==> config.mk <==
export PLATFORM = sky130hd
export DESIGN_NAME = gmps_fifo
export DESIGN_NICKNAME = d
export VERILOG_FILES = /design/src/rtl/core/gmps_fifo.sv
export SDC_FILE = /design/constraint.sdc
export NUM_CORES = 1
export LEC_CHECK = 0
export BUFFER_PORTS_ARGS = -buffer_cell sky130_fd_sc_hd__buf_2
export CORE_UTILIZATION = 40
export DETAILED_ROUTE_END_ITERATION = 6
export SLEW_MARGIN = 15
export SYNTH_ARGS = -nofsm -noshare
export SYNTH_HDL_FRONTEND = slang
export SYNTH_SLANG_ARGS = --single-unit
==> constraint.sdc <==
create_clock -name clk -period 1.9 [get_ports clk]
set_input_delay 0.285 -clock clk [delete_from_list [all_inputs] [get_ports clk]]
set_output_delay 0.285 -clock clk [all_outputs]
set_load 0.05 [all_outputs]
==> src/rtl/core/gmps_fifo.sv <==
// ----------------------------------------------------------------------------
// gmps_fifo
// small register queue with occupancy count
// ----------------------------------------------------------------------------
`timescale 1ns / 1ps

module gmps_fifo #(
  parameter int WIDTH = 8,
  parameter int DEPTH = 4
) (
  input  logic                       clk,
  input  logic                       rst,
  input  logic                       push,
  input  logic [WIDTH-1:0]           din,
  output logic                       full,
  input  logic                       pop,
  output logic [WIDTH-1:0]           dout,
  output logic                       empty,
  output logic [$clog2(DEPTH+1)-1:0] count
);

  localparam int PW = $clog2(DEPTH);
  localparam int CW = $clog2(DEPTH + 1);

  logic [WIDTH-1:0] mem [DEPTH];
  logic [PW-1:0]    wr_ptr;
  logic [PW-1:0]    rd_ptr;

  assign full  = (count == CW'(DEPTH));
  assign empty = (count == '0);
  assign dout  = mem[rd_ptr];

  always_ff @(posedge clk) begin
    if (push) begin
      mem[wr_ptr] <= din;
    end
  end

  always_ff @(posedge clk) begin
    if (rst) begin
      wr_ptr <= '0;
      rd_ptr <= '0;
      count  <= '0;
    end else begin
      if (push) begin
        wr_ptr <= (wr_ptr == PW'(DEPTH - 1)) ? '0 : wr_ptr + 1'b1;
      end
      if (pop) begin
        rd_ptr <= (rd_ptr == PW'(DEPTH - 1)) ? '0 : rd_ptr + 1'b1;
      end
      if (push && !pop) begin
        count <= count + 1'b1;
      end else if (pop && !push) begin
        count <= count - 1'b1;
      end
    end
  end

endmodule

==> flow_results.org <==
** Finish
- The sequential cells in the finished layout cover a total of 1140 sq um.
- Final core utilization :: 0.514
- From synthesis to final layout, the design area changed by 20.2%.
- In the layout the commonest cells are edfxtp_1, buf_2, dfxtp_1.
- The library cell used most frequently in the layout, excluding fill and tap cells, is edfxtp_1.
- In the final layout, the multi-input gates occupy 434 sq um.
- Post-route non-filler standard cell count :: 166
- Filler cells :: 344
- NumNets Final :: 136
- In the final layout, the share of cells above drive strength 1 is 0.364.
- Number of diodes added for antenna fixing :: 0
- Once layout is done, the placed cells without fillers occupy 1920 sq um.

** Synth
- Synthesis warning total :: 0
- Synthesis produced a netlist whose cell count is 87.
- Counting flops and latches in the post-synthesis netlist gives 41.
- Distinct cells, synth :: 17
- Sequential fraction of the synthesis area :: 0.713
- Synthesized cell area :: 1600 sq um
- Net count after synthesis :: 106
- Averaged over all synthesized cells, the footprint is 18.4 sq um.

** Timing
- The final number of max-transition violations came to 0.
- Layout Skew :: 0.00307 ns
- Sum of negative setup slack :: 0 ns
- In the finished design, the share of the clock period the worst path needs comes to 0.954.
- In this run the tightest slew margin relative to its limit is 0.699.
- Timing-limited maximum frequency :: 552 MHz
- Clock period minus worst slack :: 1.81 ns
- The hold violation total from the final report is 0.
- Setup violations remaining at the end of the flow were counted as 0.
- Setup repair after global routing left no endpoint under its margin.
- Worst Max-Slew Pin Slew :: 0.451 ns

** Run status
- The flow ran to the end, and the final reports show no timing, DRC or antenna violations.

** Power and ir drop
- The analysis attributes to cell leakage a power of 0.729 nW.
- Power density cells :: 1160 nW/um^2
- Total power consumption of the routed design :: 0.00223 W
- Peak ir drop on the vdd network :: 0.489 mV

** Critical path
- Critical path, cell by cell :: buf_6 -> mux4_2 -> buf_2
- Of all nets on the critical path, the largest fanout is 8.
- Kind of start point of the critical path :: flop
- STA classifies the critical path endpoint as an output pin.
- For flop-to-flop paths, the worst setup slack is 0.39 ns.
- The worst setup path is of the reg2out kind.
- For the worst setup path, the data arrival time is 1.53 ns.
- The startpoint identified for the worst register-to-register timing path is count[0].
- Slowest stage cell, crit path :: mux4_2
- Slowest Stage Delay on Critical Path :: 0.51 ns
- Required time at the endpoint of the critical path :: 1.62 ns

** CTS
- The clock drives 41 sinks.
- Clock-pin slew was measured on the worst setup and hold paths at 0.08 ns.
- Once the clock tree was built, the setup fixing pass inserted 0 buffers.
- In this run the clock root is driven by a clkbuf_8.
- Number of CTS-inserted buffers :: 5
- In this run the number of H-tree levels came out at 2.
- TritonCTS built the clock tree.
- Buffers inserted to repair hold after CTS numbered 0.
- Max Buffers Root-to-Sink :: 2
- At the later pin of the worst-skew pair, clock insertion delay measures 0.29 ns.

** Placed design
- Routability-driven placement finished with a final weighted congestion of 0.672.
- The wire-length estimate of the detail-placed layout is 1580 um.
- In this run the cell area measured after placement is 1780 sq um.
- The number of placed instances, taps included, is 158.
- The count of buffers added on input and output ports is 24.

** Floorplan
- Horizontal die dimension :: 65.3 um
- Standard cell core area :: 3740 sq um
- Row cnt :: 22
- Top Ports :: 25
- The die covers 4260 sq um.
- The die is 65.3 um tall.
- The initial utilization of the core area, before any placement, comes to 0.427.

** Route
- In the final routed layout, each cell accounts on average for 13.9 um.
- Wire length after detailed routing :: 2310 um
- First-pass detailed-route iteration total :: 4
- Initial DRC Count :: 20
- # DRC :: 0
- The count of nets left with antenna violations once routing finished came out at 0.
- Routed vias :: 796
- Routed via count divided by cell count :: 4.80

** Global routing
- Pin count of the biggest net entering global routing :: 15
- The via count of the first global-routing pass was 796.
- The first global-routing pass estimated 3770 um of wire.
- The total overflow left after global routing is 0.
- Initial antenna violation count :: 0
- Across every metal layer, demand over resource in global routing totals 0.131.

** Hold path
- The tightest min-delay check is of the in2reg type.
- In this run the most critical hold path is launched from din[1].

** Run
- Maximum Capacitance Violations :: 0
==> sequential cells by signal (all words and copies together) (netlist names), named ones only <==
signal / flops
count: 3
rd_ptr: 2
wr_ptr: 2
mem: 32
==> Yosys cell counts, drive strengths merged <==
cell,instances,area [sq um]
edfxtp,32,961
dfxtp,9,180
mux4,8,180
ha,6,75.1
nor2,6,22.5
inv,5,18.8
and2,4,25.0
a21oi,3,15.0
mux2i,3,30.0
nor3b,3,22.5
xor2,2,17.5
buf,1,11.3
clkbuf,1,5.00
fa,1,20.0
nor3,1,5.00
o21ai,1,5.00
or3,1,6.26
==> path summary, 6_finish.rpt <==
kind | cells after the start | to
hold reg to reg | 2 | count[2]
setup / recovery | 3 | dout[1]
hold / removal | 1 | mem[3][1]
setup reg to reg | 4 | count[2]
==> area by class of cell <==
type | instances | share of cell area
sequential | 41 | 0.593
timing repair buffer | 25 | 0.0683
tap | 48 | 0.0312
clock inverter | 3 | 0.0358
clock buffer | 5 | 0.0358
inverter | 5 | 0.00976
multi-input combinational | 39 | 0.226
==> metal layers <==
metal	wire length, um	up-vias	GRT usage
li1	-	389	-
met1	1030	385	0.148
met2	1110	16	0.215
met3	112	6	0.0469
met4	54	0	0.0734
met5	0	-	0
==> critical path, delay by kind of cell, from the launching register on <==
kind / cells / cell delay, ns
mux: 1 / 0.51
buf+inv: 2 / 0.39
flops: 1 / 0.33
==> what timing repair did <==
| action | in CTS | in global routing |
|---|---|---|
| endpoints found under the hold margin | 0 | 0 |
| gates resized for setup | 0 | 1 |
| endpoints found under the setup margin | 0 | 8 |
==> power by group <==
part	internal (W)	total (W)	leakage (nW)	switching, W
Combinational	0.000110	0.000351	0.292	0.000241
Sequential	0.00102	0.00105	0.368	0.0000349
Clock	0.000528	0.000827	0.0687	0.000298
Total	0.00165	0.00223	0.729	0.000574
==> stage by stage <==
stage          worst slack (ns)  hold WS, ns
6_report                 0.0882        0.207
5_1_grt                  0.0125        0.197
3_5_place_dp              0.100        0.509
3_3_place_gp              0.180        0.497
4_1_cts                  0.0269        0.199
2_1_floorplan             0.193        0.354
==> cells by family after synthesis <==
logic type	Yosys count	synth area share
buffers and inverters	7	0.0219
and+or+nand+nor	15	0.0508
muxes	11	0.131
AOI/OAI and AO/OA	4	0.0125
xor gates and xnor gates	2	0.0109
adders and majority gates	7	0.0594
DFF	41	0.713
Note: power is estimated with default switching activity, not from simulation.
