`src/rtl/core/gmps_pkg.sv`:
```
// ----------------------------------------------------------------------------
// gmps_pkg
// shared types and constants of the minimum path sum unit
// ----------------------------------------------------------------------------
`timescale 1ns / 1ps

package gmps_pkg;

  localparam int DEF_MAX_COLS = 1024;
  localparam int DEF_MAX_ROWS = 1024;

  localparam int COST_W     = 16;
  localparam int SUM_W      = 32;
  localparam int CFG_DATA_W = 11;
  localparam int CFG_IDX_W  = 2;

  localparam int MID_DEPTH  = 4;
  localparam int OUT_DEPTH  = 4;

  localparam logic [CFG_IDX_W-1:0] REG_GRID_COLS = 2'd0;
  localparam logic [CFG_IDX_W-1:0] REG_GRID_ROWS = 2'd1;

  // classification of one cell, front to back
  typedef struct packed {
    logic first_row;
    logic first_col;
    logic one_col;
    logic last;
  } cell_flags_t;

  localparam int FLAGS_W = $bits(cell_flags_t);

endpackage

```
`src/rtl/core/gmps_front.sv`:
```
// ----------------------------------------------------------------------------
// gmps_front
// grid size registers, raster position and per-cell classification
// ----------------------------------------------------------------------------
`timescale 1ns / 1ps

module gmps_front import gmps_pkg::*; #(
  parameter int MAX_COLS = DEF_MAX_COLS,
  parameter int MAX_ROWS = DEF_MAX_ROWS
) (
  input  logic                        clk,
  input  logic                        rst,
  input  logic                        cfg_we,
  input  logic [CFG_IDX_W-1:0]        cfg_index,
  input  logic [CFG_DATA_W-1:0]       cfg_data,
  input  logic                        accept,
  output logic [$clog2(MAX_COLS)-1:0] cell_col,
  output cell_flags_t                 cell_flags
);

  localparam int AW = $clog2(MAX_COLS);
  localparam int RW = $clog2(MAX_ROWS);

  logic [AW-1:0] col;
  logic [RW-1:0] row;
  logic [AW-1:0] last_col;
  logic [RW-1:0] last_row;
  logic [31:0]   cfg_v;
  logic [AW-1:0] last_col_next;
  logic [RW-1:0] last_row_next;

  assign cfg_v = 32'(cfg_data);

  // size zero reads as one, oversize saturates
  always_comb begin
    if (cfg_v == 32'd0) begin
      last_col_next = '0;
      last_row_next = '0;
    end else begin
      if (cfg_v > 32'(MAX_COLS)) begin
        last_col_next = AW'(MAX_COLS - 1);
      end else begin
        last_col_next = AW'(cfg_v - 32'd1);
      end
      if (cfg_v > 32'(MAX_ROWS)) begin
        last_row_next = RW'(MAX_ROWS - 1);
      end else begin
        last_row_next = RW'(cfg_v - 32'd1);
      end
    end
  end

  assign cell_col             = col;
  assign cell_flags.first_row = (row == '0);
  assign cell_flags.first_col = (col == '0);
  assign cell_flags.one_col   = (last_col == '0);
  assign cell_flags.last      = (col == last_col) && (row == last_row);

  always_ff @(posedge clk) begin
    if (rst) begin
      col      <= '0;
      row      <= '0;
      last_col <= '0;
      last_row <= '0;
    end else if (cfg_we) begin
      case (cfg_index)
        REG_GRID_COLS: begin
          last_col <= last_col_next;
          col      <= '0;
          row      <= '0;
        end
        REG_GRID_ROWS: begin
          last_row <= last_row_next;
          col      <= '0;
          row      <= '0;
        end
        default: begin
        end
      endcase
    end else if (accept) begin
      if (col == last_col) begin
        col <= '0;
        row <= cell_flags.last ? '0 : row + 1'b1;
      end else begin
        col <= col + 1'b1;
      end
    end
  end

endmodule

```
`config.mk`:
```
export PLATFORM = sky130hd
export DESIGN_NAME = gmps_front
export DESIGN_NICKNAME = d
export VERILOG_FILES = /design/src/rtl/core/gmps_pkg.sv /design/src/rtl/core/gmps_front.sv
export SDC_FILE = /design/constraint.sdc
export NUM_CORES = 1
export LEC_CHECK = 0
export ABC_CLOCK_PERIOD_IN_PS = 6150
export BUFFER_PORTS_ARGS = -buffer_cell sky130_fd_sc_hd__buf_2
export CELL_PAD_IN_SITES_DETAIL_PLACEMENT = 1
export CELL_PAD_IN_SITES_GLOBAL_PLACEMENT = 1
export CORE_UTILIZATION = 46
export DETAILED_ROUTE_END_ITERATION = 8
export PLACE_DENSITY = 0.85
export SLEW_MARGIN = 20
export SYNTH_ARGS = -nofsm -noshare
export SYNTH_HDL_FRONTEND = slang
export SYNTH_SLANG_ARGS = --single-unit
```
`constraint.sdc`:
```
create_clock -name clk -period 6.15 [get_ports clk]
set_input_delay 1.23 -clock clk [delete_from_list [all_inputs] [get_ports clk]]
set_output_delay 1.23 -clock clk [all_outputs]
set_load 0.03 [all_outputs]
```
==> flow_metrics.tcl, run 1 <==
set metrics [dict create \
    vias 2133 \
    post_cts_resized 0 \
    cts.clk_slew.worst_paths_ns 0.07 \
    post_cts_buffers 0 \
    r2r-start "cell_col[3]" \
    worstSetupEndpointType "output pin" \
    r2r-end "row[1]" \
    cp_max_fo 8 \
    clock_path_buffers 2 \
    synth_area_um2 2250 \
    start_util_pct 47.7 \
    io_buffers 30 \
    drtPass1Iterations 4 \
    critPathTopFamily "simple AND/OR/NAND/NOR gates" \
    synthArstFlopShare_pct 0 \
    synth.ff_latch_count 40 \
    core-area_um2 4720 \
    status "finished, final reports clean" \
    drc 0 \
    cts_sinks 40 \
    yosys.area_share.simple_pct 27.3 \
    fp.dieArea_um2 5180 \
    first_global_vias 2020 \
    yosysWarningCount 0 \
    synth-xor-area-share_pct 11.3 \
    synth-edff-count 0 \
    worst_slew_pin_slew_ns 0.928 \
    std_cell_rows 25 \
    holdBufCountCts 0 \
    critical_path_required_ns 4.92 \
    p_sw_mw 0.153 \
    setup_slack_ns 2.68 \
    skew_ns 0.00452 \
    cts_inserted_buffers 5 \
    min_to "last_row[9]" \
    synth.most_common_cell "dfxtp_1" \
    finalNetCount 316 \
    root_buffer "clkbuf_8" \
    hold_path_class "reg -> reg" \
    rrSetupSlack_ns 3.37 \
    crit_type "reg -> out" \
    synth_common_cells "dfxtp_1, nor2_1, xor2_1, a211oi_1, a22oi_1" \
    final-hold-violation-count 0 \
    hold_depth 2 \
    power.share.clock_pct 31.4 \
    worstSkewPairLatency_ns 0.29 \
    worst-path-buf-inv 1 \
    die_w_um 72.0 \
    synth_top_area_cell "dfxtp_1" \
    p_int_mw 0.374 \
    power_mw 0.527 \
    min_from "last_row[9]" \
    maxCapViolCount 0 \
    crit_cells 5 \
    place_ws_ns 2.77 \
    min_period_ns 3.47 \
    htree_levels 2 \
    antenna_found_initial 0 \
    syn_to_final_growth_pct 11.5 \
    final_area_um2 2510 \
    slowest_stage "nor4_1" \
    synth-compound-area-share_pct 18.9 \
    netlist.area_leader.share_pct 35.6 \
    timing.fmax_ghz 0.288 \
    die_h_um 72.0 \
    syn_avg_cell_area_um2 8.34 \
    reg2regPathDepth 5 \
    grtUsageTotal_pct 24.7 \
    ys_types 41 \
    overflow 0 \
    p_seq_share_pct 52.1 \
    synthFlopType "dfxtp_1" \
    power_per_cell_area_nw_per_um2 210 \
    pin_count 31 \
    drt_iter0_markers 142 \
    synthAdderAreaFrac_pct 2.78 \
    max-vdd-ir-drop_mv 0.122 \
    drive_gt1_share_pct 13.6 \
    cts_tree "yes" \
    synthMuxAreaShare_pct 0 \
    fin_crit_sh_pct 56.4 \
    slew_violations 0 \
    cpPeakStageDelay_ns 0.76 \
    syn_inst 270 \
    comb_power_share_pct 16.5 \
    grt_setup_unrepaired "false" \
    synthesis.nets 292 \
    critical_path.cell_chain "xnor2_1, nand4_1, nor4_1, and2_1, buf_2" \
    sw_frac_of_total_pct 29.1 \
    postRouteAntennaNets 0 \
    routabilityCongestion 0.781 \
    ys_seq_area_share_pct 35.6 \
    n_antenna_cell 0 \
    start_kind "flop" \
    finalSetupViolations 0 \
    p_leak_nw 0.995 \
    vias_per_cell 5.91 \
    grt_pass1_wl_um 9940 \
    dp_hpwl_um 4560 \
    synth_area_leaders "dfxtp_1, xor2_1, nor2_1" \
    synth_top_family_by_area "simple AND/OR/NAND/NOR gates" \
    grt_max_degree 29 \
    wl_per_cell_um 16.6 \
    setup-tns-final_ns 0 \
    maxSlewHeadroom_pct 37.9 \
    drt-total-wl_um 5990 \
    post-route-util_pct 53.1 \
    arrival_ns 2.24 \
    post_dp_cell_area_um2 2430 \
]
[state kept, by name, summed over array words and instances, names as in the netlist]
| register | count |
|---|---|
| last_row | 10 |
| cell_col | 10 |
| row | 10 |
| last_col | 10 |
[worst max-delay path by stage]
| stage | from | to |
|---|---|---|
| 3_3_place_gp | cfg_data[0] | last_col[0] |
| 3_5_place_dp | cfg_data[0] | last_col[7] |
| 4_1_cts | row[3] | cell_flags[0] |
| 6_report | row[3] | cell_flags[0] |
| 2_1_floorplan | cell_col[2] | cell_flags[2] |
| 5_1_grt | row[3] | cell_flags[0] |
[routing by layer]
metal	routed length, µm	track usage [%]	vias up
li1	-	-	1036
met1	2820	33.9	1053
met2	2910	40.4	38
met3	206	4.03	6
met4	61	6.75	0
met5	0	0	-
[worst register-to-register path: cells and delay by family, from the launching register on]
kind | cells | cell delay (ns)
XOR/XNOR | 1 | 0.11
AO/OA/AOI/OAI | 3 | 1.56
AND/OR/NAND/NOR | 1 | 0.50
flip-flops | 1 | 0.50
[kinds of logic (layout without fill, tap and decap cells)]
group,Yosys count,count (layout)
AND/OR/NAND/NOR,112,112
AO/OA/AOI/OAI,60,60
flip-flops,40,40
XOR/XNOR,29,29
buffers and inverters,24,48
adder cells (fa/ha/maj),5,5
[power by group through the flow]
stage                     logic (mW)  registers [mW]  clock network (mW)
after detailed placement      0.0867           0.280                   0
after global routing          0.0953           0.275               0.181
final                         0.0870           0.274               0.166
after CTS                     0.0872           0.274               0.168
after floorplan               0.0595           0.279                   0
after global placement        0.0845           0.280                   0
[per-stage QoR]
stage                     hold slack [ns]  cells
after detailed placement            0.503    354
after global routing                0.556    361
after global placement              0.495    354
after floorplan                     0.474    270
final                               0.519    361
after CTS                           0.514    361
[cells in the final DEF, fill, tap and decap left out, drive strengths merged, types with 10 or more instances in the layout]
cell and count:
dfxtp 40, buf 30, a22oi 12, or4 10, nand3 10, inv 11, nand2 10, a211oi 12
nor2 31, xor2 20
[layout make-up]
class                   count  area, µm²
repair buffers             30        150
well taps                  67       83.8
clock buffers               6       72.6
inverters                  11       41.3
multi-input cells         206       1360
fillers                   582       2210
clock inverters             1       5.00
flip-flops and latches     40        801
(Power assumes the default switching activity.)
==> run 2, diff against run 1 <==
--- a/config.mk
+++ b/config.mk
@@ -5,13 +5,14 @@
 export SDC_FILE = /design/constraint.sdc
 export NUM_CORES = 1
 export LEC_CHECK = 0
-export ABC_CLOCK_PERIOD_IN_PS = 6150
+export ABC_AREA = 1
+export ABC_CLOCK_PERIOD_IN_PS = 3300
 export BUFFER_PORTS_ARGS = -buffer_cell sky130_fd_sc_hd__buf_2
 export CELL_PAD_IN_SITES_DETAIL_PLACEMENT = 1
 export CELL_PAD_IN_SITES_GLOBAL_PLACEMENT = 1
-export CORE_UTILIZATION = 46
+export CORE_UTILIZATION = 40
 export DETAILED_ROUTE_END_ITERATION = 8
-export PLACE_DENSITY = 0.85
+export PLACE_DENSITY = 0.8
 export SLEW_MARGIN = 20
 export SYNTH_ARGS = -nofsm -noshare
 export SYNTH_HDL_FRONTEND = slang
==> constraint.sdc (replaced) <==
create_clock -name clk -period 3.3 [get_ports clk]
set_input_delay 0.66 -clock clk [delete_from_list [all_inputs] [get_ports clk]]
set_output_delay 0.66 -clock clk [all_outputs]
set_load 0.03 [all_outputs]
==> run 2 against run 1 <==
Clock-buffer cell count down 1. Power up 120%. Via count up 24%. Clock skew up 0.0078 ns. Worst hold slack better by 0.035 ns.
==> flow_metrics.tcl, run 2 <==
set metrics [dict create \
    r2r-start "cell_col[1]" \
    route.met3.wl_um 224 \
    synth_area_um2 2530 \
    synth.most_common_cell "nand2_1" \
    critPathLaunch "row[3]" \
    crit_type "reg -> out" \
    final_cell_mix "nand2_1, inv_1, dfxtp_1" \
    syn_avg_cell_area_um2 6.27 \
    grtUsageTotal_pct 24.4 \
    synth_common_cells "nand2_1, inv_1, dfxtp_1, nand3_1, nor2_1" \
    worst_slew_pin_slew_ns 0.567 \
    antenna_found_initial 0 \
    netlist.area_leader.share_pct 31.7 \
    cts_inserted_buffers 5 \
    top_layer_used "met4" \
    drive_gt1_share_pct 14.5 \
    cts.clk_slew.worst_paths_ns 0.08 \
    slew_violations 0 \
    worstSkewPairLatency_ns 0.31 \
    synth_top_area_cell "dfxtp_1" \
    postRouteAntennaNets 0 \
    critical_path_required_ns 2.64 \
    grt_setup_unrepaired "false" \
    pin_count 31 \
    core-area_um2 5990 \
    final-hold-violation-count 0 \
    die_h_um 81.5 \
    first_global_vias 2513 \
    finalNetCount 455 \
    worstSetupEndpointType "output pin" \
    vias_per_cell 5.18 \
    finalSetupViolations 0 \
    cts_sinks 40 \
    min_period_ns 2.42 \
    setup-tns-final_ns 0 \
    ys_seq_area_share_pct 31.7 \
    io_buffers 30 \
    fin_crit_sh_pct 73.3 \
    p_leak_nw 1.42 \
    syn_to_final_growth_pct 13.0 \
    power_per_cell_area_nw_per_um2 398 \
    drc 0 \
    hold_ws_ns 0.553 \
    power_mw 1.14 \
    wl_met2_um 3470 \
    ys_types 30 \
    max-vdd-ir-drop_mv 0.228 \
    post_cts_buffers 0 \
    maxCapViolCount 0 \
    synth-edff-count 0 \
    fp.dieArea_um2 6640 \
    cts_tree "yes" \
    htree_levels 2 \
    routabilityCongestion 0.804 \
    std_cell_rows 28 \
    synthFlopType "dfxtp_1" \
    wl_met1_um 3640 \
    die_w_um 81.5 \
    synthArstFlopShare_pct 0 \
    hold_path_class "reg -> reg" \
    timing.fmax_ghz 0.413 \
    synth.ff_latch_count 40 \
    grt_pass1_wl_um 12100 \
    synth_area_leaders "dfxtp_1, nand2_1, inv_1" \
    drt-total-wl_um 7410 \
    root_buffer "clkbuf_8" \
    start_util_pct 42.2 \
    synthesis.nets 425 \
    grt_max_degree 19 \
    fillers 865 \
    drt_iter0_markers 86 \
    n_antenna_cell 0 \
    arrival_ns 1.76 \
    skew_ns 0.0123 \
    vias 2639 \
    clock_path_buffers 2 \
    cp_max_fo 8 \
    drtPass1Iterations 4 \
    mostFrequentLayoutCell "nand2_1" \
    overflow 0 \
    syn_inst 403 \
    maxSlewHeadroom_pct 62.0 \
    wl_per_cell_um 14.6 \
    min_from "cell_col[9]" \
    post_cts_resized 0 \
    start_kind "flop" \
    holdBufCountCts 0 \
    status "finished, final reports clean" \
    yosysWarningCount 0 \
    dp_hpwl_um 5910 \
]
## run 2: where the power goes
part           leakage, nW  internal, mW  switching [mW]  total [mW]
combinational         1.04        0.0651           0.140       0.205
sequential           0.325         0.498          0.0153       0.513
clock               0.0541         0.224           0.194       0.418
total                 1.42         0.787           0.349        1.14
## run 2: worst paths after layout
kind                   endpoint  slack, ns  cells after the start
setup / recovery  cell_flags[0]       0.88                      9
hold / removal      cell_col[9]       0.55                      2
hold reg to reg     cell_col[9]       0.55                      2
setup reg to reg    cell_col[9]       1.59                     11
## run 2: stage by stage
stage | setup WS [ns] | cell area, µm² | util (%) | instances
after floorplan | 0.822 | 2530 | - | 403
after global placement | 1.17 | 2740 | 45.8 | 501
after detailed placement | 1.05 | 2740 | 45.8 | 501
after CTS | 0.877 | 2850 | 47.6 | 509
after global routing | 0.708 | 2850 | 47.6 | 509
final | 0.881 | 2850 | 47.6 | 509
## run 2: metal layers
metal  global-route usage (%)  vias up
met4                     6.96        0
li1                         -     1342
met5                        0        -
met2                     40.9       39
met1                     32.7     1252
met3                     3.00        6
## run 2: layout make-up
class / instances / area, µm² / area share (%)
clock buffer: 5 / 68.8 / 2.41
clock inverter: 3 / 42.5 / 1.49
inverter: 70 / 263 / 9.21
multi-input combinational: 284 / 1420 / 49.8
sequential: 40 / 801 / 28.1
tap: 75 / 93.8 / 3.29
timing repair buffer: 32 / 165 / 5.79
## run 2: critical path, stage by stage, from the launching register on
cell	delay [ns]
dfxtp_1	0.43
inv_1	0.13
nand2_1	0.08
nand2_1	0.05
nor2_1	0.10
nand3_1	0.10
nor2_1	0.17
nand2_2	0.14
inv_1	0.07
buf_2	0.18
## run 2: cell families after synthesis
kind of cell | after synthesis | synth area share [%]
fa+ha+maj | 5 | 2.48
xor+xnor | 9 | 3.12
buf+inv | 79 | 12.1
compound gates | 64 | 13.4
simple gates | 206 | 37.2
flops | 40 | 31.7
==> run 3, diff against run 2 <==
--- a/config.mk
+++ b/config.mk
@@ -6,13 +6,13 @@
 export NUM_CORES = 1
 export LEC_CHECK = 0
 export ABC_AREA = 1
-export ABC_CLOCK_PERIOD_IN_PS = 3300
+export ABC_CLOCK_PERIOD_IN_PS = 2000
 export BUFFER_PORTS_ARGS = -buffer_cell sky130_fd_sc_hd__buf_2
 export CELL_PAD_IN_SITES_DETAIL_PLACEMENT = 1
 export CELL_PAD_IN_SITES_GLOBAL_PLACEMENT = 1
-export CORE_UTILIZATION = 40
+export CORE_UTILIZATION = 37
 export DETAILED_ROUTE_END_ITERATION = 8
-export PLACE_DENSITY = 0.8
+export PLACE_DENSITY = 0.78
 export SLEW_MARGIN = 20
 export SYNTH_ARGS = -nofsm -noshare
 export SYNTH_HDL_FRONTEND = slang
==> constraint.sdc (replaced) <==
create_clock -name clk -period 2 [get_ports clk]
set_input_delay 0.4 -clock clk [delete_from_list [all_inputs] [get_ports clk]]
set_output_delay 0.4 -clock clk [all_outputs]
set_load 0.03 [all_outputs]
==> run 3 against run 2 <==
Sequential power rose by 65%. Clock-buffer cell count did not move. Worst setup slack got worse by 0.83 ns. Largest cell class unchanged. Sequential cell count did not move. Critical path depth fell by 4. Clock power rose by 65%. First-iteration DRC count rose by 28%. Worst hold slack got worse by 0.16 ns. Die area rose by 7.9%. Final area rose by 3.6%. Global-route usage fell by 2.1 points.
==> flow_metrics.tcl, run 3 (synthesis gave the netlist of run 2 again) <==
set metrics [dict create \
    antenna_found_initial 0 \
    cts_sinks 40 \
    critPathTopFamily "flip-flops" \
    grt-busiest-layer "met2" \
    gr-usage-met2_pct 38.7 \
    drive_gt1_share_pct 21.0 \
    p_leak_nw 1.46 \
    syn_to_final_growth_pct 17.1 \
    power_mw 1.90 \
    std_cell_rows 29 \
    p_int_mw 1.31 \
    min_period_ns 1.95 \
    post-route-util_pct 45.8 \
    worst-path-buf-inv 2 \
    status "finished, final reports clean" \
    grt_max_degree 29 \
    sw_frac_of_total_pct 30.9 \
    slowest_stage "dfxtp_4" \
    start_util_pct 39.1 \
    io_buffers 30 \
    htree_levels 2 \
    slew_violations 0 \
    finalNetCount 460 \
    max-vdd-ir-drop_mv 0.275 \
    vias 2618 \
    power_per_cell_area_nw_per_um2 642 \
    cts.clk_slew.worst_paths_ns 0.08 \
    finalSetupViolations 0 \
    pin_count 31 \
    final-hold-violation-count 0 \
    first_global_vias 2681 \
    critical_path_required_ns 1.60 \
    fillers 891 \
    seq_area_um2 831 \
    n_antenna_cell 0 \
    dp.cells 506 \
    postRouteAntennaNets 0 \
    die_h_um 84.6 \
    clock_path_buffers 2 \
    arrival_ns 1.55 \
    power.share.clock_pct 36.4 \
    p_seq_share_pct 44.5 \
    worst_slew_pin_slew_ns 0.398 \
    grtUsageTotal_pct 22.4 \
    die_w_um 84.6 \
    p_sw_mw 0.587 \
    use_met1_pct 28.3 \
    place_ws_ns 0.103 \
    cp_max_fo 5 \
    critical_path.cell_chain "inv_2, ha_1, nand3_1, nor4_2, buf_4" \
    skew_ns 0.00574 \
    worstSetupEndpointType "output pin" \
    holdBufCountCts 0 \
    start_kind "flop" \
    setup_slack_ns 0.0529 \
    maxSlewHeadroom_pct 73.4 \
    use_met3_pct 3.54 \
    grt_setup_unrepaired "true" \
    comb_power_share_pct 19.2 \
    final_cell_mix "nand2_1, inv_1, nand3_1" \
    cts_inserted_buffers 5 \
    stdcell_count 516 \
    maxCapViolCount 0 \
    mostFrequentLayoutCell "nand2_1" \
    fp.dieArea_um2 7160 \
    core-area_um2 6460 \
    wl_per_cell_um 14.8 \
    timing.fmax_ghz 0.514 \
    worstSkewPairLatency_ns 0.30 \
    fin_crit_sh_pct 97.4 \
    cpPeakStageDelay_ns 0.37 \
    hold_path_class "in -> reg" \
    drc 0 \
    cts_tree "yes" \
    overflow 0 \
    drt-total-wl_um 7640 \
    drtPass1Iterations 5 \
    root_buffer "clkbuf_8" \
    grt_pass1_wl_um 12600 \
    drt_iter0_markers 110 \
    routabilityCongestion 0.856 \
    multi_input_area_um2 1440 \
    dp_hpwl_um 5880 \
    crit_type "reg -> out" \
    vias_per_cell 5.07 \
]
run 3: cell count changes in the layout (fill, tap and decap cells not counted), moves of 3 or more:
| cell | change |
|---|---|
| nor2_2 | +3 |
| nor2_1 | -3 |
| buf_2 | -3 |
| dfxtp_1 | -16 |
| dfxtp_2 | +12 |
| dfxtp_4 | +4 |
| inv_1 | -3 |
| buf_4 | +7 |
run 3: what timing repair did:
item | in CTS | in global routing
buffers inserted | 0 | 2
endpoints found under the setup margin | 2 | 3
pin swaps | 0 | 4
endpoints found under the hold margin | 0 | 0
gates resized for setup | 12 | 21
run 3: worst paths after layout:
| check | startpoint | to | slack, ns | cells after the start |
|---|---|---|---|---|
| max reg2reg | row[0] | row[8] | 0.20 | 9 |
| max | cell_col[0] | cell_flags[2] | 0.05 | 5 |
| min | rst | cell_col[1] | 0.39 | 2 |
| min reg2reg | cell_col[9] | cell_col[9] | 0.51 | 2 |
run 3: through the flow:
stage          TNS, ns  cell area (µm²)  hold slack [ns]
2_1_floorplan        0             2530            0.480
3_3_place_gp         0             2770            0.517
3_5_place_dp         0             2770            0.541
4_1_cts              0             2900            0.387
5_1_grt        -0.0809             2960            0.397
6_report             0             2960            0.390
run 3: power by group through the flow:
stage          clock network [mW]  logic (mW)  registers (mW)
2_1_floorplan                   0       0.236           0.861
3_3_place_gp                    0       0.336           0.865
3_5_place_dp                    0       0.344           0.866
4_1_cts                     0.710       0.352           0.849
5_1_grt                     0.733       0.404           0.848
6_report                    0.691       0.364           0.845
run 3: final cells by class:
cell class                      instances  area share, %
Timing Repair Buffer                   37           7.23
Tap cell                               77           3.26
Sequential cell                        40           28.1
Inverter                               70           8.97
Clock buffer                            5           2.33
Clock inverter                          3           1.44
Multi-Input combinational cell        284           48.7
run 3: layer usage:
metal | part of all wire (%) | up-vias
li1 | - | 1349
met1 | 48 | 1217
met2 | 48 | 41
met3 | 2.7 | 11
met4 | 1.4 | 0
met5 | 0 | -
